File: src/design/lkv_pkg.sv
package lkv_pkg;

    // Store geometry
    localparam int ENTRIES = 16;
    localparam int IDX_W   = (ENTRIES > 1) ? $clog2(ENTRIES) : 1;
    localparam int CNT_W   = $clog2(ENTRIES + 1);

    // Field widths
    localparam int KEY_W = 32;
    localparam int VAL_W = 32;
    localparam int CAP_W = 5;
    localparam int CMP_W = (CAP_W > CNT_W) ? CAP_W : CNT_W;

    localparam logic [CAP_W-1:0] CAP_RESET  = CAP_W'(16);
    localparam logic [VAL_W-1:0] MISS_VALUE = '1;

    // Request opcodes
    localparam logic OP_GET = 1'b0;
    localparam logic OP_PUT = 1'b1;

    // One stored entry: key, value and recency rank (0 = most recent)
    typedef struct packed {
        logic [KEY_W-1:0] key;
        logic [VAL_W-1:0] value;
        logic [IDX_W-1:0] rank;
    } entry_t;

    // Scan summary handed from the scan tracker to the sequencer
    typedef struct packed {
        logic             hit;
        logic [IDX_W-1:0] hit_idx;
        logic [IDX_W-1:0] hit_rank;
        logic [VAL_W-1:0] hit_value;
        logic             vic_found;
        logic [IDX_W-1:0] vic_idx;
        logic [IDX_W-1:0] vic_rank;
    } scan_res_t;

endpackage

File: src/design/lkv_ram.sv
module lkv_ram #(
    parameter int WIDTH = 8,
    parameter int DEPTH = 16
) (
    input  logic                                      clk,
    input  logic                                      we,
    input  logic [((DEPTH > 1) ? $clog2(DEPTH) : 1)-1:0] waddr,
    input  logic [WIDTH-1:0]                          wdata,
    input  logic [((DEPTH > 1) ? $clog2(DEPTH) : 1)-1:0] raddr,
    output logic [WIDTH-1:0]                          rdata
);

    logic [WIDTH-1:0] mem [DEPTH];

    // One write port, one registered read port
    always_ff @(posedge clk)
    begin
        if (we)
        begin
            mem[waddr] <= wdata;
        end
        rdata <= mem[raddr];
    end

endmodule

File: src/design/lkv_scan.sv
module lkv_scan (
    input  logic                      clk,
    input  logic                      rst_n,
    input  logic                      clear,
    input  logic                      sample,
    input  logic [lkv_pkg::IDX_W-1:0] idx,
    input  logic                      ent_valid,
    input  lkv_pkg::entry_t           ent,
    input  logic [lkv_pkg::KEY_W-1:0] req_key,
    output lkv_pkg::scan_res_t        res
);
    import lkv_pkg::*;

    logic             hit_reg, hit_next;
    logic             vic_found_reg, vic_found_next;
    logic [IDX_W-1:0] hit_idx_reg, hit_idx_next;
    logic [IDX_W-1:0] hit_rank_reg, hit_rank_next;
    logic [VAL_W-1:0] hit_value_reg, hit_value_next;
    logic [IDX_W-1:0] vic_idx_reg, vic_idx_next;
    logic [IDX_W-1:0] vic_rank_reg, vic_rank_next;
    logic             match;
    logic             vic_upd;

    // First valid entry holding the key; oldest valid entry (first on tie)
    assign match   = sample && ent_valid && (ent.key == req_key) && !hit_reg;
    assign vic_upd = sample && ent_valid && (!vic_found_reg || (ent.rank > vic_rank_reg));

    always_comb
    begin
        hit_next       = hit_reg;
        hit_idx_next   = hit_idx_reg;
        hit_rank_next  = hit_rank_reg;
        hit_value_next = hit_value_reg;
        vic_found_next = vic_found_reg;
        vic_idx_next   = vic_idx_reg;
        vic_rank_next  = vic_rank_reg;
        if (clear)
        begin
            hit_next       = 1'b0;
            vic_found_next = 1'b0;
        end
        else
        begin
            if (match)
            begin
                hit_next       = 1'b1;
                hit_idx_next   = idx;
                hit_rank_next  = ent.rank;
                hit_value_next = ent.value;
            end
            if (vic_upd)
            begin
                vic_found_next = 1'b1;
                vic_idx_next   = idx;
                vic_rank_next  = ent.rank;
            end
        end
    end

    // Flags
    always_ff @(posedge clk or negedge rst_n)
    begin
        if (!rst_n)
        begin
            hit_reg       <= 1'b0;
            vic_found_reg <= 1'b0;
        end
        else
        begin
            hit_reg       <= hit_next;
            vic_found_reg <= vic_found_next;
        end
    end

    // Captured payload
    always_ff @(posedge clk)
    begin
        hit_idx_reg   <= hit_idx_next;
        hit_rank_reg  <= hit_rank_next;
        hit_value_reg <= hit_value_next;
        vic_idx_reg   <= vic_idx_next;
        vic_rank_reg  <= vic_rank_next;
    end

    assign res.hit       = hit_reg;
    assign res.hit_idx   = hit_idx_reg;
    assign res.hit_rank  = hit_rank_reg;
    assign res.hit_value = hit_value_reg;
    assign res.vic_found = vic_found_reg;
    assign res.vic_idx   = vic_idx_reg;
    assign res.vic_rank  = vic_rank_reg;

endmodule

File: src/design/lru_key_value_cache_core.sv
// Results: a get's result is strobed on done when the lookup sweep ends; a hit's rank update follows.
// Occupancy: a get that misses occupies the block for the lookup sweep only; every other
// request for a lookup sweep, then a rank update sweep, one entry per cycle through the
// entry memory (one read port, one write port). busy is high for that whole time.
// Reset: all entries invalid, occupancy zero, capacity 16. done has no backpressure:
// each result is valid for exactly one cycle.
module lru_key_value_cache_core (
    input  logic                             clk,
    input  logic                             rst_n,
    input  logic                             start,
    output logic                             busy,
    input  logic                             op,
    input  logic signed [lkv_pkg::KEY_W-1:0] key,
    input  logic signed [lkv_pkg::VAL_W-1:0] value,
    output logic                             done,
    output logic                             hit,
    output logic signed [lkv_pkg::VAL_W-1:0] value_out,
    input  logic                             cfg_we,
    input  logic [lkv_pkg::CAP_W-1:0]        cfg_wdata
);
    import lkv_pkg::*;

    typedef enum logic [1:0] {
        ST_IDLE,
        ST_SCAN,
        ST_DECIDE,
        ST_UPDATE
    } state_t;

    state_t           state_reg, state_next;
    logic [CNT_W-1:0] ptr_reg, ptr_next;
    logic             rd_vld_reg, rd_vld_next;
    logic [IDX_W-1:0] rd_idx_reg, rd_idx_next;
    logic             op_reg, op_next;
    logic [KEY_W-1:0] key_reg, key_next;
    logic [VAL_W-1:0] val_reg, val_next;
    logic [IDX_W-1:0] tgt_reg, tgt_next;
    logic [IDX_W-1:0] rank_reg, rank_next;
    logic             inc_all_reg, inc_all_next;
    logic [ENTRIES-1:0] valid_reg, valid_next;
    logic [CNT_W-1:0] occ_reg, occ_next;
    logic             done_reg, done_next;
    logic             hit_reg, hit_next;
    logic [VAL_W-1:0] vout_reg, vout_next;
    logic [CAP_W-1:0] cap_reg;

    logic             accept;
    logic             issue;
    logic             last_data;
    logic [CMP_W-1:0] eff_cap;
    logic [IDX_W-1:0] free_idx;
    logic             ram_we;
    entry_t           rd_ent;
    entry_t           wr_ent;
    scan_res_t        scan_res;
    logic [$bits(entry_t)-1:0] ram_rdata;

    assign accept    = start && (state_reg == ST_IDLE);
    assign busy      = (state_reg != ST_IDLE);
    assign issue     = ((state_reg == ST_SCAN) || (state_reg == ST_UPDATE))
                       && (ptr_reg != CNT_W'(ENTRIES));
    assign last_data = rd_vld_reg && (rd_idx_reg == IDX_W'(ENTRIES - 1));
    assign rd_ent    = entry_t'(ram_rdata);

    // Capacity register
    always_ff @(posedge clk or negedge rst_n)
    begin
        if (!rst_n)
        begin
            cap_reg <= CAP_RESET;
        end
        else if (cfg_we)
        begin
            cap_reg <= cfg_wdata;
        end
    end

    // Effective capacity: zero counts as one, saturate at the store size
    always_comb
    begin
        eff_cap = CMP_W'(cap_reg);
        if (cap_reg == '0)
        begin
            eff_cap = CMP_W'(1);
        end
        else if (CMP_W'(cap_reg) > CMP_W'(ENTRIES))
        begin
            eff_cap = CMP_W'(ENTRIES);
        end
    end

    // Lowest free slot
    always_comb
    begin
        free_idx = '0;
        for (int i = ENTRIES - 1; i >= 0; i--)
        begin
            if (!valid_reg[i])
            begin
                free_idx = IDX_W'(i);
            end
        end
    end

    // Entry memory
    lkv_ram #(
        .WIDTH ($bits(entry_t)),
        .DEPTH (ENTRIES)
    ) u_ram (
        .clk   (clk),
        .we    (ram_we),
        .waddr (rd_idx_reg),
        .wdata (wr_ent),
        .raddr (ptr_reg[IDX_W-1:0]),
        .rdata (ram_rdata)
    );

    // Lookup / victim tracker
    lkv_scan u_scan (
        .clk       (clk),
        .rst_n     (rst_n),
        .clear     (accept),
        .sample    (rd_vld_reg && (state_reg == ST_SCAN)),
        .idx       (rd_idx_reg),
        .ent_valid (valid_reg[rd_idx_reg]),
        .ent       (rd_ent),
        .req_key   (key_reg),
        .res       (scan_res)
    );

    // Read-modify-write of one entry during the update sweep
    assign ram_we = rd_vld_reg && (state_reg == ST_UPDATE);

    always_comb
    begin
        wr_ent = rd_ent;
        if (rd_idx_reg == tgt_reg)
        begin
            wr_ent.rank = '0;
            if (op_reg == OP_PUT)
            begin
                wr_ent.key   = key_reg;
                wr_ent.value = val_reg;
            end
        end
        else if (valid_reg[rd_idx_reg] && (inc_all_reg || (rd_ent.rank < rank_reg)))
        begin
            wr_ent.rank = rd_ent.rank + 1'b1;
        end
    end

    // Sequencer
    always_comb
    begin
        state_next   = state_reg;
        ptr_next     = ptr_reg;
        rd_vld_next  = issue;
        rd_idx_next  = ptr_reg[IDX_W-1:0];
        op_next      = op_reg;
        key_next     = key_reg;
        val_next     = val_reg;
        tgt_next     = tgt_reg;
        rank_next    = rank_reg;
        inc_all_next = inc_all_reg;
        valid_next   = valid_reg;
        occ_next     = occ_reg;
        done_next    = 1'b0;
        hit_next     = hit_reg;
        vout_next    = vout_reg;
        if (issue)
        begin
            ptr_next = ptr_reg + 1'b1;
        end
        unique case (state_reg)
            ST_IDLE:
            begin
                if (start)
                begin
                    state_next = ST_SCAN;
                    ptr_next   = '0;
                    op_next    = op;
                    key_next   = key;
                    val_next   = value;
                end
            end
            ST_SCAN:
            begin
                if (last_data)
                begin
                    state_next = ST_DECIDE;
                end
            end
            ST_DECIDE:
            begin
                ptr_next     = '0;
                state_next   = ST_UPDATE;
                tgt_next     = scan_res.hit_idx;
                rank_next    = scan_res.hit_rank;
                inc_all_next = 1'b0;
                if (op_reg == OP_GET)
                begin
                    done_next = 1'b1;
                    hit_next  = scan_res.hit;
                    vout_next = scan_res.hit ? scan_res.hit_value : MISS_VALUE;
                    if (!scan_res.hit)
                    begin
                        state_next = ST_IDLE;
                    end
                end
                else if (!scan_res.hit)
                begin
                    if (CMP_W'(occ_reg) < eff_cap)
                    begin
                        // Fill a free slot; every resident entry ages by one
                        tgt_next             = free_idx;
                        inc_all_next         = 1'b1;
                        valid_next[free_idx] = 1'b1;
                        occ_next             = occ_reg + 1'b1;
                    end
                    else
                    begin
                        // Evict the least recent entry
                        tgt_next  = scan_res.vic_idx;
                        rank_next = scan_res.vic_rank;
                    end
                end
            end
            ST_UPDATE:
            begin
                if (last_data)
                begin
                    state_next = ST_IDLE;
                end
            end
            default:
            begin
                state_next = ST_IDLE;
            end
        endcase
    end

    always_ff @(posedge clk or negedge rst_n)
    begin
        if (!rst_n)
        begin
            state_reg   <= ST_IDLE;
            ptr_reg     <= '0;
            rd_vld_reg  <= 1'b0;
            rd_idx_reg  <= '0;
            op_reg      <= OP_GET;
            key_reg     <= '0;
            val_reg     <= '0;
            tgt_reg     <= '0;
            rank_reg    <= '0;
            inc_all_reg <= 1'b0;
            valid_reg   <= '0;
            occ_reg     <= '0;
            done_reg    <= 1'b0;
            hit_reg     <= 1'b0;
            vout_reg    <= '0;
        end
        else
        begin
            state_reg   <= state_next;
            ptr_reg     <= ptr_next;
            rd_vld_reg  <= rd_vld_next;
            rd_idx_reg  <= rd_idx_next;
            op_reg      <= op_next;
            key_reg     <= key_next;
            val_reg     <= val_next;
            tgt_reg     <= tgt_next;
            rank_reg    <= rank_next;
            inc_all_reg <= inc_all_next;
            valid_reg   <= valid_next;
            occ_reg     <= occ_next;
            done_reg    <= done_next;
            hit_reg     <= hit_next;
            vout_reg    <= vout_next;
        end
    end

    assign done      = done_reg;
    assign hit       = hit_reg;
    assign value_out = vout_reg;

`ifndef SYNTH
    // Occupancy tracks the number of valid entries
    assert property (@(posedge clk) disable iff (!rst_n)
        $countones(valid_reg) == int'(occ_reg))
    else $error("occupancy out of step with valid bits");

    // A result only follows the decision step
    assert property (@(posedge clk) disable iff (!rst_n)
        done_reg |-> $past(state_reg == ST_DECIDE))
    else $error("result strobe outside decision");

    // Memory writes only during the update sweep
    assert property (@(posedge clk) disable iff (!rst_n)
        ram_we |-> (state_reg == ST_UPDATE))
    else $error("entry write outside update sweep");

    // An accepted request makes the block busy
    assert property (@(posedge clk) disable iff (!rst_n)
        accept |=> busy)
    else $error("request accepted without going busy");

    // A miss never returns anything but all ones
    assert property (@(posedge clk) disable iff (!rst_n)
        (done_reg && !hit_reg) |-> (vout_reg == MISS_VALUE))
    else $error("miss result carries a value");
`endif

endmodule
File: config.mk
export PLATFORM = sky130hd
export DESIGN_NAME = lru_key_value_cache_core
export DESIGN_NICKNAME = d
export VERILOG_FILES = /design/src/design/lkv_pkg.sv /design/src/design/lkv_ram.sv /design/src/design/lkv_scan.sv /design/src/design/lru_key_value_cache_core.sv
export SDC_FILE = /design/constraint.sdc
export NUM_CORES = 1
export LEC_CHECK = 0
export BUFFER_PORTS_ARGS = -buffer_cell sky130_fd_sc_hd__buf_2
export CORE_MARGIN = 2
export CORE_UTILIZATION = 32
export DETAILED_ROUTE_END_ITERATION = 7
export PLACE_DENSITY_LB_ADDON = 0.08
export SLEW_MARGIN = 25
export SYNTH_ARGS = -nofsm -noshare
export SYNTH_HDL_FRONTEND = slang
export SYNTH_SLANG_ARGS = --single-unit
File: constraint.sdc
create_clock -name clk -period 16.8 [get_ports clk]
set_clock_uncertainty 0.1 [all_clocks]
set_input_delay 1.68 -clock clk [delete_from_list [all_inputs] [get_ports clk]]
set_output_delay 1.68 -clock clk [all_outputs]
set_load 0.1 [all_outputs]
== Word level (Yosys, flattened, before mapping) ==
Memory sizes are Yosys's and may differ from the RTL's. A register that Yosys moved wholly into a read port is not among the register bits.
Cells that the tools add are included.

* Logic and storage cells: 128
* Output and inout port bits: 35
* Memory bits (writable): 1,088
* Flip-flop bits (word level): 196
* Memories: 1
* Bits of input ports: 74

* $add $sub $neg: 3
* Muxes and demuxes: 53
* Magnitude comparators: 7
* Reduce and logical (&&, ||, !) cells: 27
* Equality and inequality tests: 10
* Bitwise operators: 4

{| class="wikitable"
|+ Memories
! memory !! words !! bits a word !! rd ports !! clocked after memory_dff !! write ports !! RTL line !! source
|-
| u_ram.mem || 16 || 68 || 1 || 1 || 1 || lkv_ram.sv:13 || <nowiki>logic [WIDTH-1:0] mem [DEPTH];</nowiki>
|}

{| class="wikitable"
|+ Operators by type and width
! operator !! number
|-
| $mux 64 || 2
|-
| $mux 4 || 24
|-
| $eq 32x32->1 || 1
|-
| $mux 32 || 1
|-
| $mux 5 || 4
|-
| $or 16x16->16 || 1
|-
| $mux 1 || 13
|-
| $logic_and 1x1->1 || 11
|-
| $add 5x1->5 const B || 2
|-
| $lt 4x5->1 const B || 2
|-
| $mux 2 || 5
|-
| $pmux 5 s2 || 1
|-
| $pmux 2 s4 || 1
|-
| $reduce_and 2->1 || 4
|-
| $ne 2x2->1 const B || 3
|-
| $reduce_bool 2->1 || 3
|-
| $gt 5x5->1 const B || 1
|-
| $logic_not 5->1 || 1
|-
| $lt 5x5->1 || 1
|-
| $ne 5x5->1 const B || 1
|-
| $add 4x1->4 const B || 1
|-
| $bmux 1 s4 || 1
|-
| $demux 1 s4 || 1
|-
| $eq 2x2->1 const B || 2
|-
| 12 further kinds || 17
|}

== Depth between registers and ports, before layout ==
* Word-level depth: 21
* Gate-level depth with buffers: 10
* Mapped depth without buffers: 8

== Modules after synthesis ==
From an unflattened synthesis, not the netlist that was laid out.

* Cell total of the unflattened synthesis: 2,493
* Area total of the unflattened synthesis: 51,275.4 um2

{| class="wikitable"
|+ Modules (own cells, without submodules)
! module !! seq. area each (um2) !! cells an instance !! area each (um2) !! instances
|-
| lkv_ram || 34,032.6 || 1,750 || 41,980.3 || 1
|-
| lru_key_value_cache_core || 3,654.8 || 627 || 7,305.8 || 1
|-
| lkv_scan || 1,491.4 || 116 || 1,989.4 || 1
|}

== Worst setup path after synthesis ==
OpenSTA, ideal clock, no wires.

* Path type: register to register
* From: register state_reg[1]
* To: memory u_ram.mem[0][0] (netlist bit), enable pin
* Clock period less this slack: 6.434 ns
* Arrival: 5.756 ns
* Data required time: 16.122 ns
* Stages on the path, launching flop included: 5
* Slack: 10.366 ns
* Cell sequence: dfrtp_1 -> clkbuf_1 -> nand3_1 -> or3_2 -> nor3_1

* Cells in the longest elaborated chain, start to end: 4

{| class="wikitable"
|+ RTL lines
! item !! RTL line !! source
|-
| start, declared || lru_key_value_cache_core.sv:30 || <nowiki>state_t state_reg, state_next;</nowiki>
|-
| start signal, assigned || lru_key_value_cache_core.sv:264 || <nowiki>state_reg <= state_next;</nowiki>
|-
| $eq 2x2->1 || lru_key_value_cache_core.sv:132 || <nowiki>assign ram_we = rd_vld_reg && (state_reg == ST_UPDATE);</nowiki>
|-
| $logic_and 1x1->1 || lru_key_value_cache_core.sv:132 ||
|-
| $mux 1 || lkv_ram.sv:18 || <nowiki>if (we)</nowiki>
|-
| $mux 1 (implied by the code) || lkv_ram.sv:20 || <nowiki>mem[waddr] <= wdata;</nowiki>
|-
| end, declared || lkv_ram.sv:13 ||
|}

Every way passes these cells.

== Final worst setup path ==
* From: register state_reg[0]
* To: memory u_ram.mem[8][52] (netlist bit), enable pin

The elaborated chain is that of the path after synthesis.

==> results.py <==
metrics = {
    "synthesis": {
        "syn-num-nets": 2430,
        "ys_ff_latch": 1352,
        "synth-seq-area-share_pct": 76.22,
        "netlist_area_mm2": 0.05140,
        "synth_commonest_cells": "edfxtp_1, mux4_2, dfrtp_1",
        "synth.avg_cell_area_um2": 21.96,
        "synthArstFlopShare_pct": 10.95,
        "ys_warn_count": 0,
        "syn_inst": 2341,
        "synth.most_common_cell": "edfxtp_1",
        "synth_edf_count": 1136,
        "synth_top_area_share_pct": 66.36,
        "synth_top_cell_by_area": "edfxtp_1",
        "ys_top_cells_by_area": "edfxtp_1, mux4_2, dfrtp_1",
        "synth.distinct_cells": 59,
        "synth_ff_type": "edfxtp_1",
    },
    "drt": {
        "antenna_left": 0,
        "num_vias": 24280,
        "drt_pass1_iterations": 5,
        "wire_per_inst_um": 28.82,
        "via_per_inst": 5.112,
        "first_iter_violations": 1951,
        "wl_um": 136900,
        "drc": 0,
    },
    "sta": {
        "grt_setup_unrepaired": "no",
        "slew_viol_final": 0,
        "tns_ps": 0,
        "setup-violations-final": 0,
        "max_freq_ghz": 0.2563,
        "worstMarginPinSlew_ps": 1049,
        "final_hold_viol_count": 0,
        "fin_crit_sh_pct": 23.22,
        "worst_hold_slack_ps": 332.3,
        "fin_crit_ps": 3901,
        "maxSlewHeadroom_pct": 30.04,
    },
    "clock_tree": {
        "postCtsHoldBufs": 0,
        "clk_pin_slew_ps": 60,
        "postCtsSetupBuffers": 0,
        "ctsResizeCount": 0,
        "clock_path_buffers": 3,
        "cts_buffers": 150,
        "cts.sink_count": 1352,
        "clock_latency_ps": 770,
        "cts_tree": "done",
        "cts-root-buf": "clkbuf_16",
        "htree_levels": 4,
    },
    "layout": {
        "diodes": 0,
        "reg.largest.list": "u_ram.mem: 1088 flops, u_ram.rdata: 68 flops",
        "largest_reg_flops": 1088,
        "syn2layout_area_growth_pct": 16.28,
        "nets": 2633,
        "top_register": "u_ram.mem",
        "drive_gt1_share_pct": 34.01,
        "fin_area_mm2": 0.05977,
        "fin_util_pct": 37.35,
    },
    "critical_path": {
        "cp_slowest_cell": "buf_4",
        "crit_chain": "nand3_1, or3_2, nor2_4, buf_4, buf_4",
        "end_kind": "register",
        "critical_path_class": "register to register",
        "cp_top_family": "simple AND/OR/NAND/NOR gates",
        "crit_top_cell": "buf_4",
        "crit_cells": 5,
        "required_ps": 17070,
        "cp_max_fo": 38,
        "worst-path-buf-inv": 2,
        "startpoint_type": "register",
        "worstPathArrival_ps": 4170,
        "slowest_delay_ps": 810,
        "reg2reg_depth": 5,
    },
    "worst_hold_path": {
        "holdCritPathClass": "register to register",
        "hold_path_depth": 0,
    },
    "die": {
        "initial_core_util_pct": 32.12,
        "coreArea_mm2": 0.1600,
        "num_rows": 147,
        "die_h_um": 404.8,
        "die_area_mm2": 0.1639,
        "die_x_um": 404.8,
        "ioPinCount": 109,
    },
    "pwr": {
        "power_density_mw_per_mm2": 187.6,
        "p_leak_nw": 19.65,
        "peakVddDrop_uv": 101.5,
    },
    "global_routing": {
        "grt_pass1_wl_um": 195200,
        "antenna_found_initial": 3,
        "grt_use_total_pct": 16.88,
        "overflow": 0,
        "grt_max_degree": 138,
        "grt_pass1_vias": 25840,
    },
    "placement": {
        "gp_congestion": 0.7091,
        "place_area_mm2": 0.05466,
        "io_buffers": 108,
        "post-dp-hpwl_um": 70170,
    },
    "flow_run": {
        "cap_violations": 0,
    },
    "status": {
        "status": "finished, final reports clean",
    },
}
-- path summary, 6_finish.rpt --
kind	start	end	slack, ps
max	state_reg[0]	u_ram.mem[8][52]	12900
min	u_ram.rdata[28]	u_scan.hit_value_reg[24]	330
max reg2reg	state_reg[0]	u_ram.mem[8][52]	12900
min reg2reg	u_ram.rdata[28]	u_scan.hit_value_reg[24]	330
max in group asynchronous	rst_n	ptr_reg[2]	14480
min in group asynchronous	rst_n	valid_reg[4]	850
-- report_power, final --
part           total [mW]  internal, mW  switching (mW)
Combinational        3.01          1.18            1.83
Clock                3.35          2.03            1.32
Sequential           4.85          4.55           0.301
Total                11.2          7.76            3.45
-- stage by stage --
stage	power, mW	cells	setup WS (ps)
2_1_floorplan	7.004	2341	10370
3_3_place_gp	7.895	4473	12370
3_5_place_dp	7.982	4475	12490
4_1_cts	11.39	4747	12460
5_1_grt	11.73	4750	12700
6_report	11.21	4750	12900
-- per-layer routing --
metal	part of all wire, %	GRT usage [%]	up-vias
met5	0	0	-
met1	45	23.33	13440
met2	49	27.72	558
met3	3.7	2.558	187
met4	2.2	4.805	0
li1	-	-	10100
-- layout make-up --
cell class | count | area (µm²)
clock buffer | 184 | 4040
inverter | 24 | 90.09
multi-input combinational | 850 | 11760
tap | 2086 | 2610
sequential | 1352 | 39200
timing repair buffer | 166 | 1090
clock inverter | 88 | 984.7
fill | 14560 | 100200
-- placed cells by master, fill, tap and decap left out, types with 5 or more instances in the layout --
master      count
buf_4          50
a21oi_1         7
dfxtp_1        68
nor2b_1         6
dfrtp_1       142
nand2b_1        8
inv_1          24
nand4_1        10
buf_2         107
mux2_2        134
clkinvlp_4      8
nand3_1        14
nand2_1        61
edfxtp_1     1136
nor2_1         22
ha_1           15
a211o_1         5
nor4_1          8
xor2_1         37
mux4_2        340
bufinv_16      21
clkinv_1       21
clkbuf_1       26
clkinv_2       32
xnor2_1         7
nor2_4         15
o21ai_0        78
a31oi_1         7
a41o_1          5
clkbuf_16     157
-- logic make-up after synthesis --
family | count (synthesis) | synth area share (%)
flip-flops | 1352 | 76.22
multiplexers | 487 | 18.22
AND/OR/NAND/NOR | 165 | 1.499
AO/OA/AOI/OAI | 139 | 1.740
buffers and inverters | 139 | 1.205
XOR/XNOR | 44 | 0.7497
adder cells (fa/ha/maj) | 15 | 0.3651
No activity file was read; power rests on OpenSTA's default activity.
